**src/hw/rtl/dlnw_pkg.sv**
```systemverilog
package dlnw_pkg;

  localparam int unsigned ValueWidth = 32;
  localparam int unsigned DigitCount = 10;
  localparam int unsigned BcdWidth   = 4 * DigitCount;
  localparam int unsigned PadWidth   = 5;

  localparam logic [7:0] CMD_OPEN   = 8'h04;
  localparam logic [7:0] CMD_CLOSE  = 8'h06;
  localparam logic [7:0] CHAR_ZERO  = 8'h30;
  localparam logic [7:0] CHAR_MINUS = 8'h2D;
  localparam logic [7:0] CHAR_SPACE = 8'h20;
  localparam logic [PadWidth-1:0] MAX_PAD = 5'd16;

  localparam logic OP_SIGNED   = 1'b0;
  localparam logic OP_UNSIGNED = 1'b1;

  typedef enum logic [3:0] {
    S_IDLE,
    S_CONV,
    S_OPEN,
    S_DIGIT,
    S_ZERO,
    S_MINUS,
    S_SPACE,
    S_FILL,
    S_CLOSE
  } state_t;

endpackage

```
**src/hw/rtl/dlnw_bin2bcd.sv**
```systemverilog
// Serial binary to BCD converter (shift and add three), one bit per cycle.
module dlnw_bin2bcd
  import dlnw_pkg::*;
#(
  parameter int unsigned VALUE_WIDTH = ValueWidth,
  parameter int unsigned DIGITS      = DigitCount
) (
  input  logic                     clk,
  input  logic                     rst,
  input  logic                     load,
  input  logic [VALUE_WIDTH-1:0]   mag,
  output logic                     done,
  output logic [4*DIGITS-1:0]      bcd
);

  localparam int unsigned CntWidth = $clog2(VALUE_WIDTH);
  localparam logic [CntWidth-1:0] LastCnt = CntWidth'(VALUE_WIDTH - 1);

  logic [VALUE_WIDTH-1:0] shifter;
  logic [CntWidth-1:0]    cnt;
  logic                   running;
  logic [4*DIGITS-1:0]    bcd_adj;

  // Each digit of at least five gets three added before the shift.
  always_comb begin
    for (int i = 0; i < DIGITS; i++) begin
      bcd_adj[4*i +: 4] = (bcd[4*i +: 4] >= 4'd5) ? bcd[4*i +: 4] + 4'd3 : bcd[4*i +: 4];
    end
  end

  always_ff @(posedge clk) begin
    if (rst) begin
      running <= 1'b0;
      done    <= 1'b0;
      cnt     <= '0;
    end else begin
      done <= running && (cnt == LastCnt);
      if (load) begin
        running <= 1'b1;
        cnt     <= '0;
      end else if (running) begin
        cnt <= cnt + 1'b1;
        if (cnt == LastCnt) begin
          running <= 1'b0;
        end
      end
    end
  end

  always_ff @(posedge clk) begin
    if (load) begin
      shifter <= mag;
      bcd     <= '0;
    end else if (running) begin
      shifter <= {shifter[VALUE_WIDTH-2:0], 1'b0};
      bcd     <= {bcd_adj[4*DIGITS-2:0], shifter[VALUE_WIDTH-1]};
    end
  end

endmodule

```
**src/hw/rtl/decimal_lcd_number_writer.sv**
```systemverilog
// Flow: an accepted start transaction runs a 32-step serial binary to BCD
// conversion, then the byte stream goes out one byte per cycle.
// The stream is 3 to 18 bytes long; a new start is not accepted until the
// closing byte of the previous stream has been strobed out.
// Reset: synchronous and active high; it returns the sequencer to idle and drops strobe.
// The receiver cannot stall: each byte is on the ports for exactly one strobed cycle.
module decimal_lcd_number_writer
  import dlnw_pkg::*;
#(
  parameter int unsigned VALUE_WIDTH = ValueWidth,
  parameter int unsigned DIGITS      = DigitCount
) (
  input  logic                   clk,
  input  logic                   rst,
  input  logic                   start,
  output logic                   busy,
  input  logic                   op,
  input  logic [VALUE_WIDTH-1:0] value,
  input  logic [PadWidth-1:0]    pad,
  input  logic [7:0]             fill_byte,
  output logic                   strobe,
  output logic [7:0]             out_byte,
  output logic                   is_command,
  output logic                   last
);

  localparam int unsigned BW = 4 * DIGITS;

  state_t state, state_next;

  // Item registers, captured when a start transaction is accepted.
  logic                op_r;
  logic                neg;
  logic                pad_nz;
  logic [PadWidth-1:0] pad_sat;
  logic [7:0]          fill;

  // Digit shift register and run counters.
  logic [BW-1:0]       digits, digits_next;
  logic                below_ten, below_ten_next;
  logic [PadWidth-1:0] count, count_next;
  logic [1:0]          spaces, spaces_next;

  logic                   accept;
  logic [VALUE_WIDTH-1:0] mag;
  logic                   conv_done;
  logic [BW-1:0]          bcd;

  logic                   emit;
  logic [7:0]             emit_byte;
  logic                   emit_cmd;
  logic                   emit_last;

  // Busy covers the last strobed cycle too, so no new transaction overlaps
  // the closing command.
  assign busy   = (state != S_IDLE) || strobe;
  assign accept = start && !busy;

  // In signed mode a negative value is negated modulo two to the width;
  // in unsigned mode only the low half of the word is converted.
  always_comb begin
    if (op == OP_UNSIGNED) begin
      mag = {{(VALUE_WIDTH/2){1'b0}}, value[VALUE_WIDTH/2-1:0]};
    end else if (value[VALUE_WIDTH-1]) begin
      mag = ~value + 1'b1;
    end else begin
      mag = value;
    end
  end

  dlnw_bin2bcd #(
    .VALUE_WIDTH (VALUE_WIDTH),
    .DIGITS      (DIGITS)
  ) u_bin2bcd (
    .clk  (clk),
    .rst  (rst),
    .load (accept),
    .mag  (mag),
    .done (conv_done),
    .bcd  (bcd)
  );

  always_ff @(posedge clk) begin
    if (accept) begin
      op_r    <= op;
      neg     <= (op == OP_SIGNED) && value[VALUE_WIDTH-1];
      pad_nz  <= (pad != '0);
      pad_sat <= (pad > MAX_PAD) ? MAX_PAD : pad;
      fill    <= fill_byte;
    end
    digits    <= digits_next;
    below_ten <= below_ten_next;
    count     <= count_next;
    spaces    <= spaces_next;
  end

  // Sequencer: open command, digits least significant first, the mode's
  // suffix characters, and the closing command. One byte per cycle once the conversion is done.
  always_comb begin
    state_next     = state;
    digits_next    = digits;
    below_ten_next = below_ten;
    count_next     = count;
    spaces_next    = spaces;
    emit           = 1'b0;
    emit_byte      = CMD_OPEN;
    emit_cmd       = 1'b0;
    emit_last      = 1'b0;
    case (state)
      S_IDLE: begin
        if (accept) begin
          state_next = S_CONV;
        end
      end
      S_CONV: begin
        if (conv_done) begin
          digits_next    = bcd;
          below_ten_next = (bcd[BW-1:4] == '0);
          count_next     = '0;
          spaces_next    = '0;
          state_next     = S_OPEN;
        end
      end
      S_OPEN: begin
        emit       = 1'b1;
        emit_byte  = CMD_OPEN;
        emit_cmd   = 1'b1;
        state_next = S_DIGIT;
      end
      S_DIGIT: begin
        emit        = 1'b1;
        emit_byte   = {4'h3, digits[3:0]};
        digits_next = {4'h0, digits[BW-1:4]};
        count_next  = count + 1'b1;
        // A zero magnitude still gives its single digit.
        if (digits[BW-1:4] == '0) begin
          if (op_r == OP_UNSIGNED) begin
            state_next = (count_next < pad_sat) ? S_FILL : S_CLOSE;
          end else if (below_ten) begin
            state_next = S_ZERO;
          end else if (neg) begin
            state_next = S_MINUS;
          end else if (pad_nz) begin
            state_next = S_SPACE;
          end else begin
            state_next = S_CLOSE;
          end
        end
      end
      S_ZERO: begin
        emit      = 1'b1;
        emit_byte = CHAR_ZERO;
        if (neg) begin
          state_next = S_MINUS;
        end else if (pad_nz) begin
          state_next = S_SPACE;
        end else begin
          state_next = S_CLOSE;
        end
      end
      S_MINUS: begin
        emit       = 1'b1;
        emit_byte  = CHAR_MINUS;
        state_next = pad_nz ? S_SPACE : S_CLOSE;
      end
      S_SPACE: begin
        emit        = 1'b1;
        emit_byte   = CHAR_SPACE;
        spaces_next = spaces + 1'b1;
        if (spaces == 2'd3) begin
          state_next = S_CLOSE;
        end
      end
      S_FILL: begin
        emit       = 1'b1;
        emit_byte  = fill;
        count_next = count + 1'b1;
        if (count_next >= pad_sat) begin
          state_next = S_CLOSE;
        end
      end
      S_CLOSE: begin
        emit       = 1'b1;
        emit_byte  = CMD_CLOSE;
        emit_cmd   = 1'b1;
        emit_last  = 1'b1;
        state_next = S_IDLE;
      end
      default: begin
        state_next = S_IDLE;
      end
    endcase
  end

  always_ff @(posedge clk) begin
    if (rst) begin
      state  <= S_IDLE;
      strobe <= 1'b0;
    end else begin
      state  <= state_next;
      strobe <= emit;
    end
  end

  // Output payload registers follow the strobe.
  always_ff @(posedge clk) begin
    out_byte   <= emit_byte;
    is_command <= emit_cmd;
    last       <= emit_last;
  end

endmodule

```
**config.mk**
```make
export PLATFORM = sky130hd
export DESIGN_NAME = decimal_lcd_number_writer
export DESIGN_NICKNAME = d
export VERILOG_FILES = /design/src/hw/rtl/dlnw_pkg.sv /design/src/hw/rtl/dlnw_bin2bcd.sv /design/src/hw/rtl/decimal_lcd_number_writer.sv
export SDC_FILE = /design/constraint.sdc
export NUM_CORES = 1
export LEC_CHECK = 0
export ABC_AREA = 1
export BUFFER_PORTS_ARGS = -buffer_cell sky130_fd_sc_hd__buf_2
export CORE_ASPECT_RATIO = 0.7
export CORE_UTILIZATION = 63
export DETAILED_ROUTE_END_ITERATION = 8
export PLACE_DENSITY_LB_ADDON = 0.1
export REMOVE_ABC_BUFFERS = 1
export SETUP_SLACK_MARGIN = 0.2
export SLEW_MARGIN = 20
export SYNTH_ARGS = -nofsm -noshare
export SYNTH_HDL_FRONTEND = slang
export SYNTH_SLANG_ARGS = --single-unit
```
**constraint.sdc**
```tcl
create_clock -name clk -period 3.7 [get_ports clk]
set_input_delay 0.74 -clock clk [delete_from_list [all_inputs] [get_ports clk]]
set_output_delay 0.74 -clock clk [all_outputs]
set_load 0.01 [all_outputs]
```
==> metrics.cfg, run 1 <==
[drt]
wire_per_inst_microns = 15.3
drt_iter0_markers = 675
vias = 6987
routed_wl_microns = 18900
drtPass1Iterations = 5
via_per_inst = 5.67
drc = 0
ant_nets = 0

[critical_path]
r2r_slack_ns = 1.08
cp.arrival_ns = 2.93
crit_top_cell = nand2_1
crit_type = reg2reg
start_kind = flop
path_buf_inv = 2
cp_max_fo = 4
crit_path_max_incr_delay_ns = 0.45
crit_chain = ha_1, nand2_1, inv_1, nand2_1, xor2_1, inv_1, ha_1, nand2_1, nor2_1, nand2_1, nand3_1, nor2_1, nor2_1, nand2_1, nand2_1, a21oi_1
cp-end-kind = flop
slowest_stage = edfxtp_1
worstPathRequired_ns = 4.01
cp_top_family = simple AND/OR/NAND/NOR gates

[global_routing]
grt_overflow_total = 0
grt_max_degree = 53
global_route.usage.met3 = 0.0666
track_usage = 0.291
grt.busiest_layer = met1
use_met2 = 0.418
use_met1 = 0.435
antenna_found_initial = 0
grt_pass1_vias = 6446
grt_pass1_wl_microns = 31400

[final_layout]
ff_latch_area_sq_mm = 0.00412
synthToLayoutAreaGrowth_pct = 11.9
drive_above_1_share = 0.107
fin_area_sq_mm = 0.00943
nNetsFinal = 1145
fill_cells = 927
multi_input_area_sq_mm = 0.00358
diodes = 0

[timing]
slew_viol_final = 0
setup_viol = 0
final.setup.tns_ns = 0
finalClockSkew_ns = 0.00972
slew_headroom = 0.444
worst_slew_pin_slew_ns = 0.832
min_period_ns = 2.62
fin_crit_sh = 0.709
fmax_ghz = 0.381
hold_violations = 0
rsz0062_at_grt = no

[synth]
synth_ff_type = edfxtp_1
netlist_area_sq_mm = 0.00843
yosysSeqAreaShare = 0.489
synth_top_area_share = 0.342
yosysUniqueCellTypes = 43
yosys_warnings = 0
synthArstFlopShare = 0
synth_enable_flop_cells = 96
synth_top_area_cell = edfxtp_1
synth_area_leaders = edfxtp_1, dfxtp_1, nand2_1
postSynthAreaPerCell_sq_um = 8.39
netlist_instances = 1005
ys_ff_latch = 158

[power_and_ir_drop]
pwr-share-clk = 0.320
p_sw_frac = 0.326
powerDensity_mw_per_mm2 = 611
power.switching_uw = 1880
pwr-share-comb = 0.241
ir_worst_vdd_v = 0.000362
power.internal_uw = 3890
seqPwrFrac = 0.439
p_leak_uw = 0.00415

[cts]
insertion_delay_ns = 0.42
cts_hold_buf = 0
clkTransAtPathRegs_ns = 0.07
cts-resized-gates = 0
htree_levels = 4
cts_setup_buffers = 0
cts_buffers = 17
clock-sinks = 158
cts_root_buffer = clkbuf_16
cts_tree = built
cts.path.max_buffers = 2

[floorplan]
die-width_microns = 140
coreArea_sq_mm = 0.0127
start_util = 0.663
die_h_microns = 98.8
dieArea_sq_mm = 0.0139
num_io_pins = 61
rows = 34

[run]
drv_cap = 0

[outcome]
status = completed

[placed_design]
portBuffers = 60
place_hpwl_microns = 13000
gp_congestion = 0.869
dpl-instance-area_sq_mm = 0.00881

[hold_path]
hold_path_class = reg2reg

state kept, by name (all words and copies together), names as in the netlist:
| name | cells |
|---|---|
| spaces | 2 |
| neg | 1 |
| count | 5 |
| u_bin2bcd.done | 1 |
| u_bin2bcd.bcd | 40 |
| out_byte | 8 |
| u_bin2bcd.shifter | 32 |
| is_command | 1 |
| u_bin2bcd.running | 1 |
| op_r | 1 |
| below_ten | 1 |
| u_bin2bcd.cnt | 5 |
| pad_nz | 1 |
| digits | 40 |
| last | 1 |
| fill | 8 |
| state | 4 |
| pad_sat | 5 |
| strobe | 1 |
cell type report:
type	count	share of cell area
clock inverters	12	0.0167
repair buffers	65	0.0371
well taps	162	0.0215
inverters	147	0.0588
clock buffers	20	0.0495
multi-input cells	669	0.379
flip-flops and latches	158	0.437
per-layer routing:
layer | wire [microns] | part of all wire
met5 | 0 | 0
met4 | 284 | 0.015
met3 | 1620 | 0.086
met2 | 7780 | 0.41
met1 | 9220 | 0.49
path summary, 6_finish.rpt:
kind | start | endpoint | cells after the start
max | count[0] | state[1] | 16
min | digits[0] | out_byte[0] | 2
max reg2reg | count[0] | state[1] | 16
min reg2reg | digits[0] | out_byte[0] | 2
power groups by stage:
| stage | Clock, uW | Combinational (uW) | Sequential (uW) |
|---|---|---|---|
| after global placement | 0 | 1310 | 2550 |
| final | 1850 | 1390 | 2530 |
| after global routing | 1930 | 1570 | 2560 |
| after detailed placement | 0 | 1360 | 2550 |
| after floorplan | 0 | 912 | 2520 |
| after CTS | 1850 | 1370 | 2530 |
through the flow:
| step | total power (uW) | utilization | instances | hold slack, ns | setup slack [ns] |
|---|---|---|---|---|---|
| floorplan | 3430 | - | 974 | 0.422 | 1.00 |
| global placement | 3860 | 0.693 | 1201 | 0.430 | 1.18 |
| detailed placement | 3920 | 0.693 | 1201 | 0.437 | 1.08 |
| CTS | 5750 | 0.742 | 1233 | 0.451 | 1.11 |
| global route | 6060 | 0.742 | 1233 | 0.462 | 0.848 |
| finish | 5770 | 0.742 | 1233 | 0.449 | 1.08 |
worst reg2reg max path, cell delays in order (launching register included):
cell,delay [ns]
edfxtp_1,0.45
ha_1,0.24
nand2_1,0.06
inv_1,0.05
nand2_1,0.07
xor2_1,0.22
inv_1,0.07
ha_1,0.29
nand2_1,0.08
nor2_1,0.13
nand2_1,0.07
nand3_1,0.11
nor2_1,0.07
nor2_1,0.24
nand2_1,0.16
nand2_1,0.11
a21oi_1,0.07
Yosys cell counts, types with 3 or more instances:
cell,number
edfxtp_1,96
a21oi_1,36
buf_6,3
xor2_1,24
buf_4,7
buf_2,8
o21ai_0,101
nand2_2,3
o31ai_1,6
o21ai_1,8
a22oi_1,6
nand2_1,211
a32oi_1,9
nor3_1,12
nand4_1,14
nor2_4,5
a31oi_1,7
o211ai_1,4
ha_1,38
dfxtp_1,62
clkbuf_1,13
nor2_1,98
inv_1,143
inv_2,3
nand3_1,62
kinds of logic after synthesis:
| kind of cell | count (synthesis) | synth area share |
|---|---|---|
| simple gates | 419 | 0.217 |
| buf+inv | 178 | 0.0865 |
| xor+xnor | 25 | 0.0260 |
| compound gates | 185 | 0.122 |
| flops | 158 | 0.489 |
| mux | 2 | 0.00237 |
| fa+ha+maj | 38 | 0.0564 |
placed cells by master (no fill, tap or decap), types with 7 or more instances in the layout:
master,count
inv_1,142
buf_2,60
dfxtp_1,62
clkbuf_16,17
o21ai_0,101
nor2_1,98
edfxtp_1,96
a21oi_1,36
nor3_1,12
ha_1,38
nand4_1,14
xor2_1,24
o21ai_1,8
a32oi_1,9
nand3_1,62
nand2_1,211
a31oi_1,7
Power figures use the tool's default switching activity.
==> run 2: changes to the inputs <==
- CORE_UTILIZATION: 63 -> 61
- clock period: 3.7 -> 2.7 ns (I/O delays scaled with it)
==> metrics.cfg, run 2 (synthesized netlist as in run 1, its figures left out) <==
[final_layout]
synthToLayoutAreaGrowth_pct = 13.7  ; was 11.9%
fin_cells = 1265  ; was 1233
fill_cells = 1066  ; was 927
diodes = 0  ; unchanged
final_common_cell = nand2_1  ; unchanged
drive_above_1_share = 0.121  ; was 0.107
nNetsFinal = 1154  ; was 1145
mostFrequentLayoutCells = nand2_1, inv_1, o21ai_0, nor2_1, edfxtp_1  ; unchanged
reg_top3 = digits (40), u_bin2bcd.bcd (40), u_bin2bcd.shifter (32)  ; unchanged

[cts]
insertion_delay_ns = 0.43  ; was 0.42 ns
cts_hold_buf = 0  ; unchanged
cts_root_buffer = clkbuf_16  ; unchanged
cts_tree = built  ; unchanged
htree_levels = 4  ; unchanged
clock-sinks = 158  ; unchanged
cts_buffers = 17  ; unchanged
cts.path.max_buffers = 2  ; unchanged
clkTransAtPathRegs_ns = 0.07  ; about the same

[floorplan]
rows = 35  ; was 34
dieArea_sq_mm = 0.0143  ; was 0.0139 sq mm
die-width_microns = 143  ; was 140 microns
coreArea_sq_mm = 0.0133  ; was 0.0127 sq mm
num_io_pins = 61  ; unchanged
die_h_microns = 100  ; was 98.8 microns
start_util = 0.633  ; was 0.663

[timing]
fmax_ghz = 0.422  ; was 0.381 GHz
fin_crit_sh = 0.878  ; was 0.709
slew_headroom = 0.407  ; was 0.444
final.setup.tns_ns = 0  ; unchanged
slew_viol_final = 0  ; unchanged
min_period_ns = 2.37  ; was 2.62 ns
setup_viol = 0  ; unchanged
hold_violations = 0  ; unchanged
rsz0062_at_grt = no  ; unchanged
worst_slew_pin_slew_ns = 0.888  ; was 0.832 ns
finalClockSkew_ns = 0.0115  ; was 0.00972 ns

[drt]
vias = 6891  ; was 6987
drtPass1Iterations = 5  ; unchanged
via_per_inst = 5.45  ; was 5.67
ant_nets = 0  ; unchanged
routed_wl_microns = 18800  ; was 18900 microns
drt_iter0_markers = 732  ; was 675
wire_per_inst_microns = 14.8  ; was 15.3 microns
drc = 0  ; unchanged

[global_routing]
antenna_found_initial = 0  ; unchanged
track_usage = 0.278  ; was 0.291
grt_overflow_total = 0  ; unchanged
grt_pass1_vias = 6116  ; was 6446
grt_pass1_wl_microns = 30600  ; was 31400 microns
grt_max_degree = 46  ; was 53

[power_and_ir_drop]
ir_worst_vdd_v = 0.000474  ; was 0.000362 V
design_power_total_uw = 7990  ; was 5770 uW
powerDensity_mw_per_mm2 = 833  ; was 611 mW/mm^2
p_leak_uw = 0.00420  ; was 0.00415 uW

[outcome]
status = completed  ; unchanged

[placed_design]
place_hpwl_microns = 12900  ; was 13000 microns
gp_congestion = 0.900  ; was 0.869
portBuffers = 60  ; unchanged
dp_cells = 1232  ; was 1201

[run]
drv_cap = 0  ; unchanged

[critical_path]
worstPathRequired_ns = 3.01  ; was 4.01 ns
r2r_slack_ns = 0.33  ; was 1.08 ns
start_kind = flop  ; unchanged
cp-end-kind = flop  ; unchanged
cp.arrival_ns = 2.68  ; was 2.93 ns
crit_type = reg2reg  ; unchanged
cp_max_fo = 4  ; unchanged

[hold_path]
hold_path_class = in2reg  ; was reg2reg

-- run 2: worst max-delay path, cell delays in order, from the launching register on --
cell      delay [ns]
edfxtp_1        0.41
ha_2            0.21
nand2_1         0.06
inv_1           0.06
nand2_1         0.09
xor2_1          0.21
inv_1           0.10
ha_4            0.27
nand2_1         0.07
nor2_2          0.10
nand2_1         0.07
nand3_2         0.08
nor2_1          0.06
nor2_2          0.21
nand2_2         0.10
nand2_1         0.08
a21oi_1         0.07
-- run 2: worst paths after layout --
path / endpoint / cells past startpoint / start
hold reg to reg: out_byte[3] / 2 / digits[3]
setup reg to reg: state[0] / 16 / count[0]
setup / recovery: state[0] / 16 / count[0]
hold / removal: fill[5] / 1 / fill_byte[5]
-- run 2: timing repair --
| item | CTS | global route |
|---|---|---|
| endpoints found under the setup margin | 0 | 4 |
| setup buffers | 0 | 1 |
| gates resized for setup | 0 | 8 |
-- run 2: where the power goes --
part / internal, uW / switching (uW) / leakage (uW)
Sequential: 3230 / 199 / 0.00141
Clock: 1590 / 952 / 0.000304
Combinational: 627 / 1390 / 0.00249
Total: 5450 / 2540 / 0.00420
-- run 2: area by class of cell --
cell class / instances / area [sq um] / share of cell area
clock inverter: 11 / 163 / 0.0170
tap: 185 / 231 / 0.0241
sequential: 158 / 4120 / 0.430
clock buffer: 21 / 460 / 0.0480
timing repair buffer: 74 / 443 / 0.0462
inverter: 147 / 554 / 0.0578
multi-input combinational: 669 / 3610 / 0.377
-- run 2: per-layer routing --
metal,GRT usage,vias up,wire (microns)
met2,0.401,269,7770
met3,0.0549,30,1460
met1,0.419,3123,9240
met4,0.0893,0,284
li1,-,3469,-
met5,0,-,0
-- run 2: stage by stage --
| step | hold slack (ns) | worst slack (ns) | instance area (sq um) | util |
|---|---|---|---|---|
| 2_1_floorplan | 0.422 | 0.187 | 8260 | - |
| 3_3_place_gp | 0.428 | 0.372 | 8920 | 0.670 |
| 4_1_cts | 0.278 | 0.246 | 9550 | 0.717 |
| 3_5_place_dp | 0.447 | 0.263 | 8920 | 0.670 |
| 6_report | 0.282 | 0.329 | 9590 | 0.720 |
| 5_1_grt | 0.278 | 0.138 | 9590 | 0.720 |
